===== config.mk =====
export PLATFORM = sky130hd
export DESIGN_NAME = ascii_hex_scan_telegram_parser
export DESIGN_NICKNAME = d
export VERILOG_FILES = /design/src/sv/ahst_pkg.sv /design/src/sv/ascii_hex_scan_telegram_parser.sv /design/src/sv/ahst_in_reg.sv /design/src/sv/ahst_core.sv
export SDC_FILE = /design/constraint.sdc
export NUM_CORES = 1
export LEC_CHECK = 0
export BUFFER_PORTS_ARGS = -buffer_cell sky130_fd_sc_hd__buf_2
export CAP_MARGIN = 20
export CORE_UTILIZATION = 40
export DETAILED_ROUTE_END_ITERATION = 7
export PLACE_DENSITY = 0.71
export SLEW_MARGIN = 20
export SYNTH_ARGS = -nofsm -noshare
export SYNTH_HDL_FRONTEND = slang
export SYNTH_SLANG_ARGS = --single-unit

===== constraint.sdc =====
create_clock -name clk -period 4.5 [get_ports clk]
set_input_delay 0.675 -clock clk [delete_from_list [all_inputs] [get_ports clk]]
set_output_delay 0.675 -clock clk [all_outputs]
set_load 0.005 [all_outputs]

===== src/sv/ahst_pkg.sv =====
// Shared types, constants and helpers of the ASCII hex scan telegram parser
package ahst_pkg;

  localparam int MAX_POINTS = 1024;
  localparam int CNT_W      = $clog2(MAX_POINTS + 1);
  localparam int IDX_W      = 10;
  localparam int DIST_W     = 16;
  localparam int POS_W      = 6;

  localparam logic [POS_W-1:0] CFG_POS_RESET = 6'd25;
  localparam logic [POS_W-1:0] SPACE_SAT     = 6'd63;

  localparam logic [7:0] CH_SPACE = 8'h20;
  localparam logic [7:0] CH_NUL   = 8'h00;
  localparam logic [7:0] CH_ETX   = 8'h03;

  localparam logic RK_POINT    = 1'b0;
  localparam logic RK_SCAN_END = 1'b1;

  typedef enum logic [3:0] {
    PH_SEARCH = 4'b0001,
    PH_COUNT  = 4'b0010,
    PH_DATA   = 4'b0100,
    PH_DONE   = 4'b1000
  } ahst_phase_t;

  typedef struct packed {
    logic       vld;
    logic [7:0] rx_byte;
    logic       eob;
  } ahst_item_t;

  typedef struct packed {
    logic              vld;
    logic              kind;
    logic [IDX_W-1:0]  idx;
    logic [DIST_W-1:0] distance;
    logic [CNT_W-1:0]  cnt;
    logic              last;
  } ahst_result_t;

  // {is_hex, nibble}
  function automatic logic [4:0] hex_nibble(input logic [7:0] b);
    logic [4:0] r;
    r = 5'd0;
    if (b inside {[8'h30:8'h39]}) begin
      r = {1'b1, 4'(b - 8'h30)};
    end else if (b inside {[8'h41:8'h46]}) begin
      r = {1'b1, 4'(b - 8'h37)};
    end else if (b inside {[8'h61:8'h66]}) begin
      r = {1'b1, 4'(b - 8'h57)};
    end
    return r;
  endfunction

endpackage


===== src/sv/ascii_hex_scan_telegram_parser.sv =====
// Top level: ASCII hex scan telegram parser
// Takes one telegram byte per cycle unless a result waits on a stalled output, and
// gives at most one result per byte: a distance point when a data field's space
// or NUL terminator arrives, or a scan-end summary on ETX or an end-of-buffer byte,
// which also clears all parse state. A request passes an input register, the
// parse logic and the result register. The point count field position is the
// cfg register (reset 25); the user must write it only when idle, since the
// block itself does not enforce this.
module ascii_hex_scan_telegram_parser
  import ahst_pkg::*;
(
  input  logic              clk,
  input  logic              rst_n,
  input  logic              cfg_valid,
  output logic              cfg_ready,
  input  logic [POS_W-1:0]  cfg_data,
  input  logic              in_valid,
  output logic              in_ready,
  input  logic [7:0]        in_rx_byte,
  input  logic              in_end_of_buffer,
  output logic              out_valid,
  input  logic              out_ready,
  output logic              out_result_kind,
  output logic [IDX_W-1:0]  out_point_index,
  output logic [DIST_W-1:0] out_distance,
  output logic [CNT_W-1:0]  out_point_count,
  output logic              out_is_last
);

  ahst_item_t       item;
  ahst_result_t     res;
  logic             adv;
  logic [POS_W-1:0] pos_r;
  logic             ovld_r, ovld_nxt;
  ahst_result_t     ores_r;

  assign cfg_ready = 1'b1;

  always_ff @(posedge clk) begin
    if (!rst_n) begin
      pos_r <= CFG_POS_RESET;
    end else if (cfg_valid) begin
      pos_r <= cfg_data;
    end
  end

  assign adv = item.vld && (!res.vld || !ovld_r || out_ready);

  ahst_in_reg u_in (
    .clk              (clk),
    .rst_n            (rst_n),
    .in_valid         (in_valid),
    .in_ready         (in_ready),
    .in_rx_byte       (in_rx_byte),
    .in_end_of_buffer (in_end_of_buffer),
    .adv              (adv),
    .item             (item)
  );

  ahst_core u_core (
    .clk     (clk),
    .rst_n   (rst_n),
    .cfg_pos (pos_r),
    .item    (item),
    .adv     (adv),
    .res     (res)
  );

  assign ovld_nxt = (adv && res.vld) ? 1'b1 : (out_ready ? 1'b0 : ovld_r);

  always_ff @(posedge clk) begin
    if (!rst_n) begin
      ovld_r <= 1'b0;
    end else begin
      ovld_r <= ovld_nxt;
    end
  end

  always_ff @(posedge clk) begin
    if (adv && res.vld) begin
      ores_r <= res;
    end
  end

  assign out_valid       = ovld_r;
  assign out_result_kind = ores_r.kind;
  assign out_point_index = ores_r.idx;
  assign out_distance    = ores_r.distance;
  assign out_point_count = ores_r.cnt;
  assign out_is_last     = ores_r.last;

endmodule


===== src/sv/ahst_in_reg.sv =====
// Input request register of the telegram parser
module ahst_in_reg
  import ahst_pkg::*;
(
  input  logic       clk,
  input  logic       rst_n,
  input  logic       in_valid,
  output logic       in_ready,
  input  logic [7:0] in_rx_byte,
  input  logic       in_end_of_buffer,
  input  logic       adv,
  output ahst_item_t item
);

  logic       vld_r, vld_nxt;
  logic [7:0] byte_r;
  logic       eob_r;

  assign in_ready = !vld_r || adv;
  assign vld_nxt  = in_ready ? in_valid : vld_r;

  always_ff @(posedge clk) begin
    if (!rst_n) begin
      vld_r <= 1'b0;
    end else begin
      vld_r <= vld_nxt;
    end
  end

  always_ff @(posedge clk) begin
    if (in_valid && in_ready) begin
      byte_r <= in_rx_byte;
      eob_r  <= in_end_of_buffer;
    end
  end

  assign item = '{vld: vld_r, rx_byte: byte_r, eob: eob_r};

endmodule


===== src/sv/ahst_core.sv =====
// Parse state and single-pass step logic of the telegram parser
module ahst_core
  import ahst_pkg::*;
(
  input  logic             clk,
  input  logic             rst_n,
  input  logic [POS_W-1:0] cfg_pos,
  input  ahst_item_t       item,
  input  logic             adv,
  output ahst_result_t     res
);

  logic [POS_W-1:0]  sc_r, sc_nxt;
  ahst_phase_t       ph_r, ph_nxt;
  logic [DIST_W-1:0] acc_r, acc_nxt;
  logic              stop_r, stop_nxt;
  logic [CNT_W-1:0]  ann_r, ann_nxt;
  logic [CNT_W-1:0]  done_r, done_nxt;

  logic [4:0]        hx;
  logic [POS_W-1:0]  sc_inc;
  logic [CNT_W-1:0]  clip;
  logic              is_sp;
  logic              last;

  always_comb begin
    hx     = hex_nibble(item.rx_byte);
    is_sp  = item.rx_byte == CH_SPACE;
    sc_inc = (sc_r == SPACE_SAT) ? sc_r : sc_r + 1'b1;
    clip   = (acc_r > DIST_W'(MAX_POINTS)) ? CNT_W'(MAX_POINTS) : acc_r[CNT_W-1:0];
    last   = ({1'b0, done_r} + 1'b1) >= {1'b0, ann_r};

    sc_nxt   = sc_r;
    ph_nxt   = ph_r;
    acc_nxt  = acc_r;
    stop_nxt = stop_r;
    ann_nxt  = ann_r;
    done_nxt = done_r;
    res      = '{vld: 1'b0, kind: RK_POINT, idx: '0, distance: '0, cnt: ann_r, last: 1'b0};

    if (item.rx_byte == CH_ETX || item.eob) begin
      res.vld   = 1'b1;
      res.kind  = RK_SCAN_END;
      res.last  = 1'b1;
      sc_nxt    = '0;
      ph_nxt    = PH_SEARCH;
      acc_nxt   = '0;
      stop_nxt  = 1'b0;
      ann_nxt   = '0;
      done_nxt  = '0;
    end else begin
      case (ph_r)
        PH_SEARCH: begin
          if (is_sp) begin
            sc_nxt = sc_inc;
            if (sc_inc == cfg_pos) begin
              ph_nxt   = PH_COUNT;
              acc_nxt  = '0;
              stop_nxt = 1'b0;
            end
          end
        end
        PH_COUNT: begin
          if (is_sp) begin
            ann_nxt  = clip;
            acc_nxt  = '0;
            stop_nxt = 1'b0;
            done_nxt = '0;
            ph_nxt   = (clip == '0) ? PH_DONE : PH_DATA;
          end else if (!stop_r) begin
            if (hx[4]) acc_nxt = {acc_r[DIST_W-5:0], hx[3:0]};
            else       stop_nxt = 1'b1;
          end
        end
        PH_DATA: begin
          if (is_sp || item.rx_byte == CH_NUL) begin
            res.vld      = 1'b1;
            res.idx      = done_r[IDX_W-1:0];
            res.distance = acc_r;
            res.last     = last;
            done_nxt = done_r + 1'b1;
            acc_nxt  = '0;
            stop_nxt = 1'b0;
            if (last) ph_nxt = PH_DONE;
          end else if (!stop_r) begin
            if (hx[4]) acc_nxt = {acc_r[DIST_W-5:0], hx[3:0]};
            else       stop_nxt = 1'b1;
          end
        end
        PH_DONE: begin
        end
        default: begin
          ph_nxt = PH_SEARCH;
        end
      endcase
    end
    res.vld = res.vld && item.vld;
  end

  always_ff @(posedge clk) begin
    if (!rst_n) begin
      sc_r   <= '0;
      ph_r   <= PH_SEARCH;
      acc_r  <= '0;
      stop_r <= 1'b0;
      ann_r  <= '0;
      done_r <= '0;
    end else if (adv) begin
      sc_r   <= sc_nxt;
      ph_r   <= ph_nxt;
      acc_r  <= acc_nxt;
      stop_r <= stop_nxt;
      ann_r  <= ann_nxt;
      done_r <= done_nxt;
    end
  end

endmodule


==> key figures <==
Status
  • Outcome: finished, final reports clean

Setup path
  • Most used cell, CP: and3_1
  • CP max stage delay: about 0.48 ns
  • R2R setup slack: 0.98 ns
  • CP Cell Sequence: and3_1, and3_1, and3_1, nand3_1, xnor2_1, ha_1, nand3_1, o221ai_1, a221o_1, a21oi_1, a311o_1, or4_1, a21oi_1
  • Setup crit end kind: flip-flop
  • WS Path Type: flip-flop to flip-flop
  • CP Data Required Time: 4.78 ns
  • Crit-path slowest cell: or4_1
  • Setup crit start kind: flip-flop
  • Crit path arrival time: 3.80 ns
  • Crit-path max FO: 6

Synth
  • FF+latch count, synth: 105
  • Net Count, Synth: 531
  • Synth async-reset ratio: 0%
  • Number of distinct library cells after synthesis: 71
  • Synth area leader: edfxtp_1
  • Syn. warnings: 0
  • Post-synth EDFFs: 48
  • Synth top area cells: edfxtp_1 (29%), dfxtp_1 (23%), ha_1 (4.2%), a21oi_1 (4.0%), and2_1 (3.6%)
  • Cell count after synthesis: 494
  • Register area share after synthesis: 51.2%
  • Synth top area share: 28.6%
  • Most common cell in the netlist: dfxtp_1
  • Cell Area, Synth: 5050 sq um
  • Syn Area/Cell: around 10 sq um
  • Synth cell count leaders: dfxtp_1 (57), edfxtp_1 (48), a21oi_1 (40)
  • Main synth FF type: dfxtp_1

Cells and area
  • Nets: 584
  • N_diodes: 0
  • Layout Utilization: ~47%
  • Area delta synth->final: 13.9%
  • Layout cells sized above 1: 17.9%

Clock network
  • Num CTS Buffers: 9
  • Post-CTS Repair Setup Buffers: 0
  • Count of clock tree sinks: 105
  • Worst-Skew Late Latency: around 0.35 ns
  • Resize count post-CTS: 0
  • CTS clock-pin slew for the worst setup and hold paths: 0.07 ns
  • Clk buf depth: 2
  • H-tree lvl count: 3
  • CTS Hold Bufs: 0
  • CTS tree: built
  • CTS root buffer: clkbuf_16

Power and ir drop
  • Power share of the combinational group: 5.7%
  • Leakage: 2.12 nW
  • Switching power: between 0.0004 and 0.0005 W
  • Peak supply drop: ~210 uV
  • Sequential share of power: ~55%
  • Power Density: 326 nW/um^2
  • Clock share of power: between 30 and 40%
  • P_int: 0.00144 W
  • Switch share: between 20% and 30%

Global route
  • Largest net degree at the start of global routing: 40
  • First-pass GRT wire length: around 17 mm
  • Total gr overflow: 0
  • Number of global-route vias before repair: between 3,000 and 4,000
  • Initial antenna violation count: 0
  • Total track usage: 16.5%

Detailed routing
  • Initial DRC count: 156
  • Vias: 3,707
  • Antenna viol nets, final: 0
  • WL/cell: 13.9 um
  • Drt drc: 0
  • Drt first pass iters: 4
  • Avg Vias per Cell: 5.15
  • Final WL: 10.0 mm

Placement
  • Hpwl dp: 7.06 mm
  • GPL Wtd Cong: 0.892
  • DP Worst Slack: 1.05 ns
  • Input/output buffers: 60

STA
  • Fmax: 284 MHz
  • Hold Vio Cnt, Final: 0
  • Relative slew slack: roughly 29%
  • Final setup vio count: 0
  • Final setup skew: between 0.01 and 0.015 ns
  • Max Slew Vio Count: 0
  • Tcrit/Tclk final: 78.1%
  • RSZ-0062 raised after global routing: no
  • Slack of the critical path: 0.985 ns
  • Least-Margin Pin Slew: 1.04 ns
  • Final critical-path required period: approximately 3.5 ns
  • Setup TNS: 0 ns

Job
  • Max_cap viols: 0

Floorplanning
  • Top Ports: 62
  • Die Y: 114 um
  • # rows: 40
  • Die width: 114 um
  • Die area: 13,100 sq um
  • Initial Util: 41.5%
  • Total core area: 12,200 sq um

Min path
  • Hold Path Class: flip-flop to flip-flop
==> metal layers <==
metal	wire length (um)	part of all wire, %	vias up	global-route usage (%)
met1	4820	48	1694	22.0
met5	0	0	-	0
met4	157	1.6	0	5.80
met2	4570	46	102	26.6
li1	-	-	1898	-
met3	445	4.5	13	3.60
==> worst max-delay path, delay by kind of cell, from the launching register on <==
family	cells	cell delay [ns]
adder cells (fa/ha/maj)	1	0.30
flip-flops	1	0.43
AO/OA/AOI/OAI	5	0.98
XOR/XNOR	1	0.15
AND/OR/NAND/NOR	6	1.58
==> layout by cell type (no fill, tap or decap), types with 3 or more instances in the layout <==
cell type	netlist	layout
buf_2	4	60
dfxtp_1	57	57
edfxtp_1	48	48
a21oi_1	40	40
nor2_1	39	39
nand2_1	36	36
and2_1	29	29
inv_1	22	22
o21ai_0	23	22
nand3_1	21	21
ha_1	17	17
a22o_1	16	16
xor2_1	12	12
clkbuf_16	0	9
xnor2_1	8	8
nor3_1	7	7
nand3b_1	7	7
a31oi_1	6	6
mux2i_1	6	6
and3_1	6	5
a211oi_1	5	5
buf_4	1	5
nor2b_1	4	4
nor4_1	4	4
nor4b_1	3	3
nand2b_1	3	3
o211ai_1	3	3
==> cell families (layout without fill, tap and decap cells) <==
group           count (synthesis)  in the layout  synth area share (%)
mux                             8              8                  1.64
simple gates                  177            177                  19.2
compound gates                119            119                  15.9
xor+xnor                       20             20                  3.47
buf+inv                        47            105                  4.34
flops                         105            105                  51.2
other cells                     1              1                0.0743
fa+ha+maj                      17             17                  4.22
==> final timing paths <==
check | start | end | cells after the start
worst max-delay path | u_core.done_r[0] | u_core.ph_r[2] | 13
worst min-delay path | u_core.ann_r[5] | out_point_count[5] | 0
worst max register to register | u_core.done_r[0] | u_core.ph_r[2] | 13
worst min register to register | u_core.ann_r[5] | out_point_count[5] | 0
==> through the flow <==
| step | total power [W] | area, sq um | hold WS (ns) | cells |
|---|---|---|---|---|
| 2_1_floorplan | 0.00113 | 5050 | 0.430 | 494 |
| 3_3_place_gp | 0.00116 | 5470 | 0.464 | 704 |
| 3_5_place_dp | 0.00116 | 5470 | 0.469 | 704 |
| 4_1_cts | 0.00189 | 5750 | 0.484 | 720 |
| 5_1_grt | 0.00194 | 5750 | 0.493 | 720 |
| 6_report | 0.00187 | 5750 | 0.477 | 720 |
==> registers in the layout (all words and copies together) (netlist names), 4 cells and up <==
name,flops
u_in.byte_r,8
u_core.done_r,11
u_core.acc_r,16
out_point_count,11
u_core.sc_r,6
u_core.ph_r,4
out_distance,16
pos_r,6
out_point_index,10
u_core.ann_r,11
==> power groups by stage <==
stage	logic (W)	registers [W]	clock network [W]
2_1_floorplan	0.0000754	0.00105	0
3_3_place_gp	0.000104	0.00105	0
3_5_place_dp	0.000108	0.00106	0
4_1_cts	0.000108	0.00103	0.000750
5_1_grt	0.000120	0.00104	0.000784
6_report	0.000107	0.00103	0.000731
==> final cells by class <==
cell class / instances / area [sq um]
Fill cell: 1140 / 6420
Inverter: 24 / 95.1
Sequential cell: 105 / 2580
Clock buffer: 11 / 233
Multi-Input combinational cell: 342 / 2250
Tap cell: 168 / 210
Clock inverter: 5 / 41.3
Timing Repair Buffer: 65 / 338
Power figures use the tool's default switching activity.
